**config.mk**
```make
export PLATFORM = sky130hd
export DESIGN_NAME = query_string_splitter_decoder
export DESIGN_NICKNAME = d
export VERILOG_FILES = /design/src/hdl/qssd_pkg.sv /design/src/hdl/qssd_decode.sv /design/src/hdl/qssd_result_fifo.sv /design/src/hdl/query_string_splitter_decoder.sv
export SDC_FILE = /design/constraint.sdc
export NUM_CORES = 1
export LEC_CHECK = 0
export BUFFER_PORTS_ARGS = -buffer_cell sky130_fd_sc_hd__buf_2
export CORE_UTILIZATION = 50
export DETAILED_ROUTE_END_ITERATION = 16
export PLACE_DENSITY = 0.68
export SLEW_MARGIN = 20
export SYNTH_ARGS = -nofsm -noshare
export SYNTH_HDL_FRONTEND = slang
export SYNTH_HIERARCHICAL = 1
export SYNTH_SLANG_ARGS = --single-unit
```
**constraint.sdc**
```tcl
create_clock -name clk -period 6.44 [get_ports clk]
set_clock_uncertainty 0.1 [all_clocks]
set_input_delay 0.322 -clock clk [delete_from_list [all_inputs] [get_ports clk]]
set_output_delay 0.322 -clock clk [all_outputs]
set_load 0.005 [all_outputs]
```
**src/hdl/qssd_pkg.sv**
```systemverilog
`timescale 1ns / 1ps
`default_nettype none

package qssd_pkg;

  // result kinds
  typedef enum logic [2:0] {
    KIND_KEY   = 3'd0,
    KIND_VAL   = 3'd1,
    KIND_END   = 3'd2,
    KIND_REKEY = 3'd3,
    KIND_ERR   = 3'd4
  } kind_t;

  // escape sequencing; code 3 is handled as no escape pending
  typedef enum logic [1:0] {
    ESC_NONE = 2'd0,
    ESC_HI   = 2'd1,
    ESC_LO   = 2'd2
  } esc_t;

  localparam logic [7:0] CH_AMP        = 8'h26;
  localparam logic [7:0] CH_SEMI       = 8'h3B;
  localparam logic [7:0] CH_EQ         = 8'h3D;
  localparam logic [7:0] CH_PLUS       = 8'h2B;
  localparam logic [7:0] CH_PCT        = 8'h25;
  localparam logic [7:0] CH_HASH       = 8'h23;
  localparam logic [7:0] CH_SPACE      = 8'h20;
  localparam logic [7:0] CH_PRINT_LO   = 8'h21;
  localparam logic [7:0] CH_PRINT_HI   = 8'h7E;

  localparam int unsigned RES_FIFO_DEPTH = 4;
  localparam int unsigned RES_PTR_W      = $clog2(RES_FIFO_DEPTH);
  localparam int unsigned RES_CNT_W      = RES_PTR_W + 1;

  typedef struct packed {
    logic       in_value;
    esc_t       esc;
    logic [3:0] high_nibble;
    logic       dropping;
  } parse_state_t;

  typedef struct packed {
    kind_t      kind;
    logic [7:0] ch;
    logic       eos;
  } result_t;

  // bit 4 set: not a hex digit
  function automatic logic [4:0] hex_value(input logic [7:0] c);
    logic [4:0] v;
    v = 5'd16;
    if (c >= 8'h30 && c <= 8'h39) v = 5'(c - 8'h30);
    else if (c >= 8'h61 && c <= 8'h66) v = 5'(c - 8'h61 + 8'd10);
    else if (c >= 8'h41 && c <= 8'h46) v = 5'(c - 8'h41 + 8'd10);
    return v;
  endfunction

endpackage

`default_nettype wire

```
**src/hdl/qssd_decode.sv**
```systemverilog
`timescale 1ns / 1ps
`default_nettype none

module qssd_decode (
  input  wire logic [7:0]            char_in,
  input  wire logic                  is_last,
  input  wire qssd_pkg::parse_state_t st,
  output qssd_pkg::parse_state_t     st_nxt,
  output logic [1:0]                 res_cnt,
  output qssd_pkg::result_t          res0,
  output qssd_pkg::result_t          res1
);
  import qssd_pkg::*;

  kind_t      byte_kind;
  logic       err;
  logic [4:0] hv;

  assign byte_kind = st.in_value ? KIND_VAL : KIND_KEY;
  assign hv        = hex_value(char_in);

  always_comb begin
    st_nxt  = st;
    res_cnt = 2'd0;
    res0    = '{kind: KIND_KEY, ch: 8'h00, eos: 1'b0};
    res1    = '{kind: KIND_KEY, ch: 8'h00, eos: 1'b0};
    err     = 1'b0;

    if (st.dropping) begin
      if (is_last) st_nxt = '0;
    end else begin
      case (st.esc)
        ESC_HI, ESC_LO: begin
          if (hv[4]) begin
            err = 1'b1;
          end else if (st.esc == ESC_HI) begin
            if (is_last) begin
              err = 1'b1;
            end else begin
              st_nxt.high_nibble = hv[3:0];
              st_nxt.esc         = ESC_LO;
            end
          end else begin
            res0               = '{kind: byte_kind, ch: {st.high_nibble, hv[3:0]}, eos: 1'b0};
            res_cnt            = 2'd1;
            st_nxt.esc         = ESC_NONE;
            st_nxt.high_nibble = 4'd0;
          end
        end
        default: begin
          st_nxt.esc = ESC_NONE;
          if (char_in inside {CH_AMP, CH_SEMI}) begin
            res0            = '{kind: KIND_END, ch: 8'h00, eos: 1'b0};
            res_cnt         = 2'd1;
            st_nxt.in_value = 1'b0;
          end else if (char_in == CH_EQ) begin
            if (st.in_value) begin
              res0    = '{kind: KIND_REKEY, ch: 8'h00, eos: 1'b0};
              res_cnt = 2'd1;
            end else begin
              st_nxt.in_value = 1'b1;
            end
          end else if (char_in == CH_PLUS) begin
            res0    = '{kind: byte_kind, ch: CH_SPACE, eos: 1'b0};
            res_cnt = 2'd1;
          end else if (char_in == CH_PCT) begin
            if (is_last) err = 1'b1;
            else st_nxt.esc = ESC_HI;
          end else if (char_in inside {CH_HASH, CH_SPACE} ||
                       !(char_in inside {[CH_PRINT_LO:CH_PRINT_HI]})) begin
            err = 1'b1;
          end else begin
            res0    = '{kind: byte_kind, ch: char_in, eos: 1'b0};
            res_cnt = 2'd1;
          end
        end
      endcase

      if (err) begin
        // one error result replaces anything else from this byte
        res0    = '{kind: KIND_ERR, ch: 8'h00, eos: is_last};
        res_cnt = 2'd1;
        if (is_last) st_nxt = '0;
        else st_nxt.dropping = 1'b1;
      end else if (is_last) begin
        if (res_cnt == 2'd0) begin
          res0 = '{kind: KIND_END, ch: 8'h00, eos: 1'b1};
        end else begin
          res1 = '{kind: KIND_END, ch: 8'h00, eos: 1'b1};
        end
        res_cnt = res_cnt + 2'd1;
        st_nxt  = '0;
      end
    end
  end

endmodule

`default_nettype wire

```
**src/hdl/qssd_result_fifo.sv**
```systemverilog
`timescale 1ns / 1ps
`default_nettype none

module qssd_result_fifo (
  input  wire logic              clk,
  input  wire logic              rst_n,
  input  wire logic [1:0]        push_cnt,
  input  wire qssd_pkg::result_t push0,
  input  wire qssd_pkg::result_t push1,
  output logic                   room2,
  output logic                   out_valid,
  input  wire logic              out_ready,
  output qssd_pkg::result_t      out_res
);
  import qssd_pkg::*;

  result_t                mem_r [RES_FIFO_DEPTH];
  logic [RES_PTR_W-1:0]   wr_ptr_r, wr_ptr_nxt;
  logic [RES_PTR_W-1:0]   rd_ptr_r, rd_ptr_nxt;
  logic [RES_CNT_W-1:0]   count_r, count_nxt;
  logic                   pop;

  assign out_valid = (count_r != '0);
  assign out_res   = mem_r[rd_ptr_r];
  assign room2     = (count_r <= RES_CNT_W'(RES_FIFO_DEPTH - 2));
  assign pop       = out_valid && out_ready;

  always_comb begin
    wr_ptr_nxt = wr_ptr_r + RES_PTR_W'(push_cnt);
    rd_ptr_nxt = rd_ptr_r + RES_PTR_W'(pop);
    count_nxt  = count_r + RES_CNT_W'(push_cnt) - RES_CNT_W'(pop);
  end

  always_ff @(posedge clk) begin
    if (!rst_n) begin
      wr_ptr_r <= '0;
      rd_ptr_r <= '0;
      count_r  <= '0;
    end else begin
      wr_ptr_r <= wr_ptr_nxt;
      rd_ptr_r <= rd_ptr_nxt;
      count_r  <= count_nxt;
    end
  end

  always_ff @(posedge clk) begin
    if (push_cnt != 2'd0) mem_r[wr_ptr_r] <= push0;
    if (push_cnt == 2'd2) mem_r[wr_ptr_r + RES_PTR_W'(1)] <= push1;
  end

endmodule

`default_nettype wire

```
**src/hdl/query_string_splitter_decoder.sv**
```systemverilog
`timescale 1ns / 1ps
`default_nettype none

// Query string splitter / decoder.
// Input stream: one raw byte of a form-urlencoded query string per item,
//   in_tdata = byte, in_tlast marks the final byte of the string.
// Output stream: decoded items, out_tuser = kind (key byte, value byte,
//   pair end, value-becomes-key, error), out_tdata = decoded byte (zero
//   for non-byte kinds), out_tlast on the final item made from the last byte.
// Each byte yields zero, one or two items; two only on the last byte
//   (data byte or separator plus the closing pair end).
// Parse state updates in the cycle the byte is taken; results land in a
//   four-entry result queue whose head drives the output.
// Throughput: one byte per cycle while the receiver keeps up; in_tready
//   drops whenever fewer than two queue slots are free.
// Reset (rst_n low, synchronous) clears the parse state and empties the
//   queue. When the receiver stalls, queued items hold and input stops
//   once the queue is nearly full; nothing is lost.
// After an error, bytes are swallowed up to and including the last one.

module query_string_splitter_decoder (
  input  wire logic       clk,
  input  wire logic       rst_n,
  input  wire logic       in_tvalid,
  output logic            in_tready,
  input  wire logic [7:0] in_tdata,   // [7:0] char_in
  input  wire logic       in_tlast,
  output logic            out_tvalid,
  input  wire logic       out_tready,
  output logic [7:0]      out_tdata,  // [7:0] char_out
  output logic [2:0]      out_tuser,  // [2:0] kind
  output logic            out_tlast
);
  import qssd_pkg::*;

  parse_state_t st_r, st_nxt;
  logic [1:0]   res_cnt;
  logic [1:0]   push_cnt;
  result_t      res0, res1, head;
  logic         room2;
  logic         in_accept;

  assign in_tready = room2;
  assign in_accept = in_tvalid && in_tready;
  assign push_cnt  = in_accept ? res_cnt : 2'd0;

  qssd_decode u_decode (
    .char_in (in_tdata),
    .is_last (in_tlast),
    .st      (st_r),
    .st_nxt  (st_nxt),
    .res_cnt (res_cnt),
    .res0    (res0),
    .res1    (res1)
  );

  // parse state advances only on an accepted byte
  always_ff @(posedge clk) begin
    if (!rst_n) begin
      st_r <= '0;
    end else if (in_accept) begin
      st_r <= st_nxt;
    end
  end

  qssd_result_fifo u_fifo (
    .clk       (clk),
    .rst_n     (rst_n),
    .push_cnt  (push_cnt),
    .push0     (res0),
    .push1     (res1),
    .room2     (room2),
    .out_valid (out_tvalid),
    .out_ready (out_tready),
    .out_res   (head)
  );

  assign out_tdata = head.ch;
  assign out_tuser = head.kind;
  assign out_tlast = head.eos;

endmodule

`default_nettype wire
```
Word level (Yosys, flattened, before mapping)
Memory sizes are Yosys's and may differ from the RTL's. A register that Yosys moved wholly into a read port is not among the register bits.
Cells that the tools add are included.
{ "totals": {"reg_bits": 15, "latchBits": 0, "ram_bits": 48, "rom_bits": 0, "input_bits": 13, "output_inout_bits": 14, "wordCells": 121, "n_memories": 1} }
{ "classes": {"addsub": 11, "multipliers": 0, "div": 0, "n_lt_le_gt_ge": 9, "eq_ne": 11, "n_shift": 0, "muxes": 67, "n_bitwise": 0, "n_reduce_logical": 15} }
{ "memory_table": {"columns": ["memory", "depth", "word_bits", "read_ports", "rd_clocked_by_memory_dff", "wr", "line_no", "source"], "rows": [
  ["u_fifo.mem_r", 4, 12, 1, 1, 2, "qssd_result_fifo.sv:17", "result_t mem_r [RES_FIFO_DEPTH];"]
]} }
{ "op_table": {"columns": ["op", "count"], "rows": [
  ["2-to-1 mux 12 bit", 14],
  ["equality test 8 x 6 -> 1 bit, second input constant", 7],
  ["2-to-1 mux 2 bit", 16],
  ["2-to-1 mux 8 bit", 4],
  ["<= comparator 8 x 7 -> 1 bit, second input constant", 3],
  ["2-to-1 mux 1 bit", 23],
  ["2-to-1 mux 11 bit", 2],
  [">= comparator 8 x 6 -> 1 bit, second input constant", 2],
  [">= comparator 8 x 7 -> 1 bit, second input constant", 2],
  ["2-to-1 mux 5 bit", 3],
  ["2-to-1 mux 6 bit", 2],
  ["adder 5 x 4 -> 5 bit, second input constant", 2],
  ["2-to-1 mux 10 bit", 1],
  ["subtractor 5 x 1 -> 5 bit, second input constant", 2],
  ["<= comparator 8 x 6 -> 1 bit, second input constant", 1],
  ["2-to-1 mux 7 bit", 1],
  ["logical AND 1 bit", 6],
  ["nonzero test 2 bit", 3],
  ["subtractor 5 bit, second input constant", 1],
  ["adder 2 x 1 -> 2 bit, second input constant", 2],
  ["equality test 2 bit, second input constant", 2],
  ["2-to-1 mux 4 bit", 1],
  ["adder 3 x 2 -> 3 bit", 1],
  ["<= comparator 3 x 2 -> 1 bit, second input constant", 1],
  ["other kinds (11)", 11]
]} }

Depth between registers and ports, before layout
{ "depth": {"ltp_word": 19, "depth_mapped": 17, "depth_no_buf": 16} }

Hierarchy
The synthesis kept the hierarchy.
{ "modules_own_cells": {"columns": ["mod", "instances", "cells_per_inst", "area_per_inst_um2", "seq_area_each_um2"], "rows": [
  ["qssd_result_fifo", 1, 163, 2812.7, 1581.5],
  ["qssd_decode", 1, 148, 1021.0, 0.0],
  ["query_string_splitter_decoder", 1, 40, 351.6, 160.2]
]} }

Worst setup path before layout
OpenSTA, ideal clock, no wires.
{ "synth_path": {"kind": "input port to flip-flop", "from": "input port in_tdata[7]", "to": "memory u_fifo/mem_r[2][0] (netlist bit), enable pin", "setup_time_ns": 0.385, "arrival_ns": 3.341, "t_required_ns": 5.955, "path_slack_ns": 2.614, "path_stages": 12, "n_path_buf": 1, "path_cell_list": "or4b_1 -> nor3_2 -> a21oi_2 -> buf_6 -> nor2_4 -> o22a_1 -> ha_1 -> inv_1 -> a21oi_1 -> and3_1 -> or3b_2 -> a21oi_1"} }
{ "synth_lines": {"columns": ["item", "line_no", "source"], "rows": [
  ["start: declaration", "query_string_splitter_decoder.sv:26", "input wire logic [7:0] in_tdata,"],
  ["end: declaration", "qssd_result_fifo.sv:17", null]
]} }

==> results.ini <==
[outcome]
outcome=finished clean

[logic_synthesis]
ys_types=64
ys_seq_elements=63
synth_edf_count=48
synth-xor-area-share_pct=1.08
synth-async-reset-ratio_pct=0
synth_mux_area_share_pct=20.8
synthCells=351
synth_top_family_by_area=multiplexers
yosysSeqAreaShare_pct=41.6
synth-simple-area-share_pct=16.6
synth_compound_area_share_pct=8.97
synth_flop_cell=edfxtp_1
synthAdderAreaFrac_pct=3.47
yosys_warnings=6
synth_area_um2=4190
syn_area_per_cell_um2=11.9

[clocking]
clock_latency_ns=0.33
clock_path_buffers=2
holdBufCountCts=0
cts_tree=yes
cts_inserted_buffers=9
post_cts.repair.setup_buffers=0
cts_resized=0
htreeDepth=3
clock_sinks=63
clk_pin_slew_worst_paths_ns=0.07
ctsRootBufferMaster=clkbuf_8

[hold_path]
hp-class=in2reg

[drt]
via_per_inst=5.95
wl_per_cell_um=18.0
wl_um=8580
drt_pass1_iterations=4
drtIter0Drc=172
drc=0
drtAntennaViolNets=0
via_count=2836

[worst_setup_path]
timing.rr.start=st_r[6]
r2r_cells=10
reg2reg_to=u_fifo/mem_r[0][0]
cp.required_ns=6.42
cp-end-kind=flip-flop
r2r_slack_ns=2.75
endpoint=u_fifo/mem_r[0][0]
critical_path_arrival_ns=4.02
path_max_fanout=12
cp-startpoint=in_tdata[1]
critPathKind=in2reg
start_kind=input port

[placement]
place_congestion=0.952
dpl.hpwl_um=5860
port-buffer-count=26
dp.cells=461

[timing]
timing_hold_violations_final=0
slew_viol_final=0
tightest_slew_ns=0.958
slew_headroom_pct=36.1
finalCritPeriodShare_pct=62.7
max_freq_ghz=0.248
fin_setup_tns_ns=0
final-setup-viol-count=0
rsz0062_at_grt=false
finalCriticalPeriod_ns=4.04

[die]
num_rows=33
fp.dieArea_um2=8740
core_um2=8180
start_util_pct=51.2
die_h_um=93.5
ios=27
die_w_um=93.5

[final_layout]
n_antenna_cell=0
fillers=704
fin_cells=477
area_delta_synth_final_pct=6.64
multi_input_area_um2=2170
seqCellArea_um2=1740
drive_above_1_share_pct=34.4
nets=391

[global_routing]
grt_pass1_vias=2678
gr-total-overflow=0
grtUsageTotal_pct=20.5
antenna_found_initial=0
grt_max_degree=26
grt_pass1_wl_um=13600

[job]
drv_cap=0

[pwr]
p_leak_nw=1.66
ir_drop_uv=134
p_per_area_nw_per_um2=277

==> per-layer routing <==
layer	up-vias	GRT usage, %	share of wire (%)
met3	7	3.41	3.3
li1	1353	-	-
met5	-	0	0
met4	0	5.51	0.85
met1	1414	26.8	45
met2	62	35.2	51
==> logic make-up (layout without fill, tap and decap cells) <==
logic type / count (synthesis) / in the layout
compound gates: 57 / 57
flops: 63 / 63
fa+ha+maj: 11 / 11
mux: 66 / 66
xor+xnor: 2 / 2
other cells: 1 / 10
simple gates: 105 / 105
buf+inv: 46 / 58
==> cell usage after synthesis, types with 2 or more instances <==
cell | n | area [um2]
a21oi_1 | 20 | 100
a21oi_2 | 2 | 17.5
a22oi_1 | 4 | 30.0
a31oi_1 | 2 | 12.5
and2_1 | 5 | 31.3
and3_1 | 7 | 43.8
and4_1 | 2 | 17.5
and4bb_4 | 2 | 32.5
buf_2 | 6 | 30.0
buf_4 | 18 | 135
buf_6 | 6 | 67.6
clkbuf_1 | 4 | 15.0
dfxtp_1 | 15 | 300
edfxtp_1 | 48 | 1440
ha_1 | 10 | 125
inv_1 | 11 | 41.3
mux2_2 | 49 | 552
mux2i_1 | 5 | 50.1
mux4_2 | 12 | 270
nand2_1 | 24 | 90.1
nand2b_1 | 4 | 25.0
nand3_1 | 4 | 20.0
nand4_1 | 9 | 56.3
nor2_1 | 16 | 60.1
nor2b_1 | 5 | 31.3
nor3_2 | 3 | 30.0
nor3b_1 | 3 | 22.5
nor4b_2 | 3 | 45.0
o2111ai_1 | 3 | 26.3
o21ai_1 | 10 | 50.1
o22a_1 | 2 | 17.5
o31ai_1 | 3 | 22.5
or3_1 | 2 | 12.5
xnor3_1 | 2 | 45.0
==> how the worst min path moves through the flow <==
stage | end | startpoint | cells after the start
after floorplan | st_r[0] | st_r[0] | 2
after global placement | st_r[5] | st_r[5] | 2
after detailed placement | st_r[4] | st_r[4] | 2
after CTS | u_fifo/rd_ptr_r[0] | out_tready | 3
after global routing | st_r[7] | in_tvalid | 3
final | st_r[7] | in_tvalid | 3
==> registers in the layout, indices dropped and copies added (netlist names) <==
signal           cells
u_fifo/mem_r        48
u_fifo/count_r       3
u_fifo/wr_ptr_r      2
u_fifo/rd_ptr_r      2
st_r                 8
==> power by group <==
group          total, mW  internal (mW)  switching [mW]
clock network      0.371          0.217           0.154
logic              0.311          0.170           0.141
registers          0.552          0.496          0.0561
==> cell type report <==
cell class | count | share of cell area (%)
timing repair buffer | 31 | 3.76
clock buffer | 10 | 2.86
inverter | 11 | 0.925
sequential | 63 | 39.0
clock inverter | 6 | 1.91
tap | 105 | 2.94
multi-input combinational | 251 | 48.6
==> worst max-delay path: stages <==
cell      delay, ns
buf_2          0.13
inv_1          0.07
ha_1           0.28
nor3b_1        0.27
nor3_2         0.12
a21oi_2        0.47
nor2_4         0.11
o22a_1         0.25
ha_1           0.27
inv_1          0.05
a21oi_1        0.05
and3_1         0.34
nand4b_1       0.75
mux2_2         0.53
==> placed cells by master (no fill, tap or decap), types with 2 or more instances in the layout <==
cell type,netlist,routed
mux2_2,49,49
edfxtp_1,48,48
buf_2,6,26
nand2_1,24,24
a21oi_1,20,20
nor2_1,16,16
dfxtp_1,15,15
mux4_2,12,12
inv_1,11,11
o21ai_1,10,10
ha_1,10,10
conb_1,1,10
nand4_1,9,9
clkbuf_8,0,9
and3_1,7,7
and2_1,5,5
buf_4,18,5
nor2b_1,5,5
mux2i_1,5,5
nand2b_1,4,4
nand3_1,4,4
a22oi_1,4,4
nor3b_1,3,3
nor3_2,3,3
nor4b_2,3,3
o31ai_1,3,3
o2111ai_1,3,3
clkinvlp_4,0,2
bufinv_16,0,2
clkinv_2,0,2
a21oi_2,2,2
and4_1,2,2
o22a_1,2,2
a31oi_1,2,2
or3_1,2,2
and4bb_4,2,2
xnor3_1,2,2
==> metrics by stage <==
step | util (%) | hold WS (ns) | power (mW) | cell area, um2 | setup WS (ns)
2_1_floorplan | - | 0.327 | 0.782 | 4220 | 2.61
3_3_place_gp | 52.0 | 0.363 | 0.861 | 4250 | 2.16
3_5_place_dp | 52.0 | 0.372 | 0.873 | 4250 | 2.07
4_1_cts | 54.6 | 0.240 | 1.25 | 4460 | 2.43
5_1_grt | 54.6 | 0.255 | 1.30 | 4460 | 2.18
6_report | 54.6 | 0.254 | 1.23 | 4460 | 2.40
Note: power is estimated with default switching activity, not from simulation.
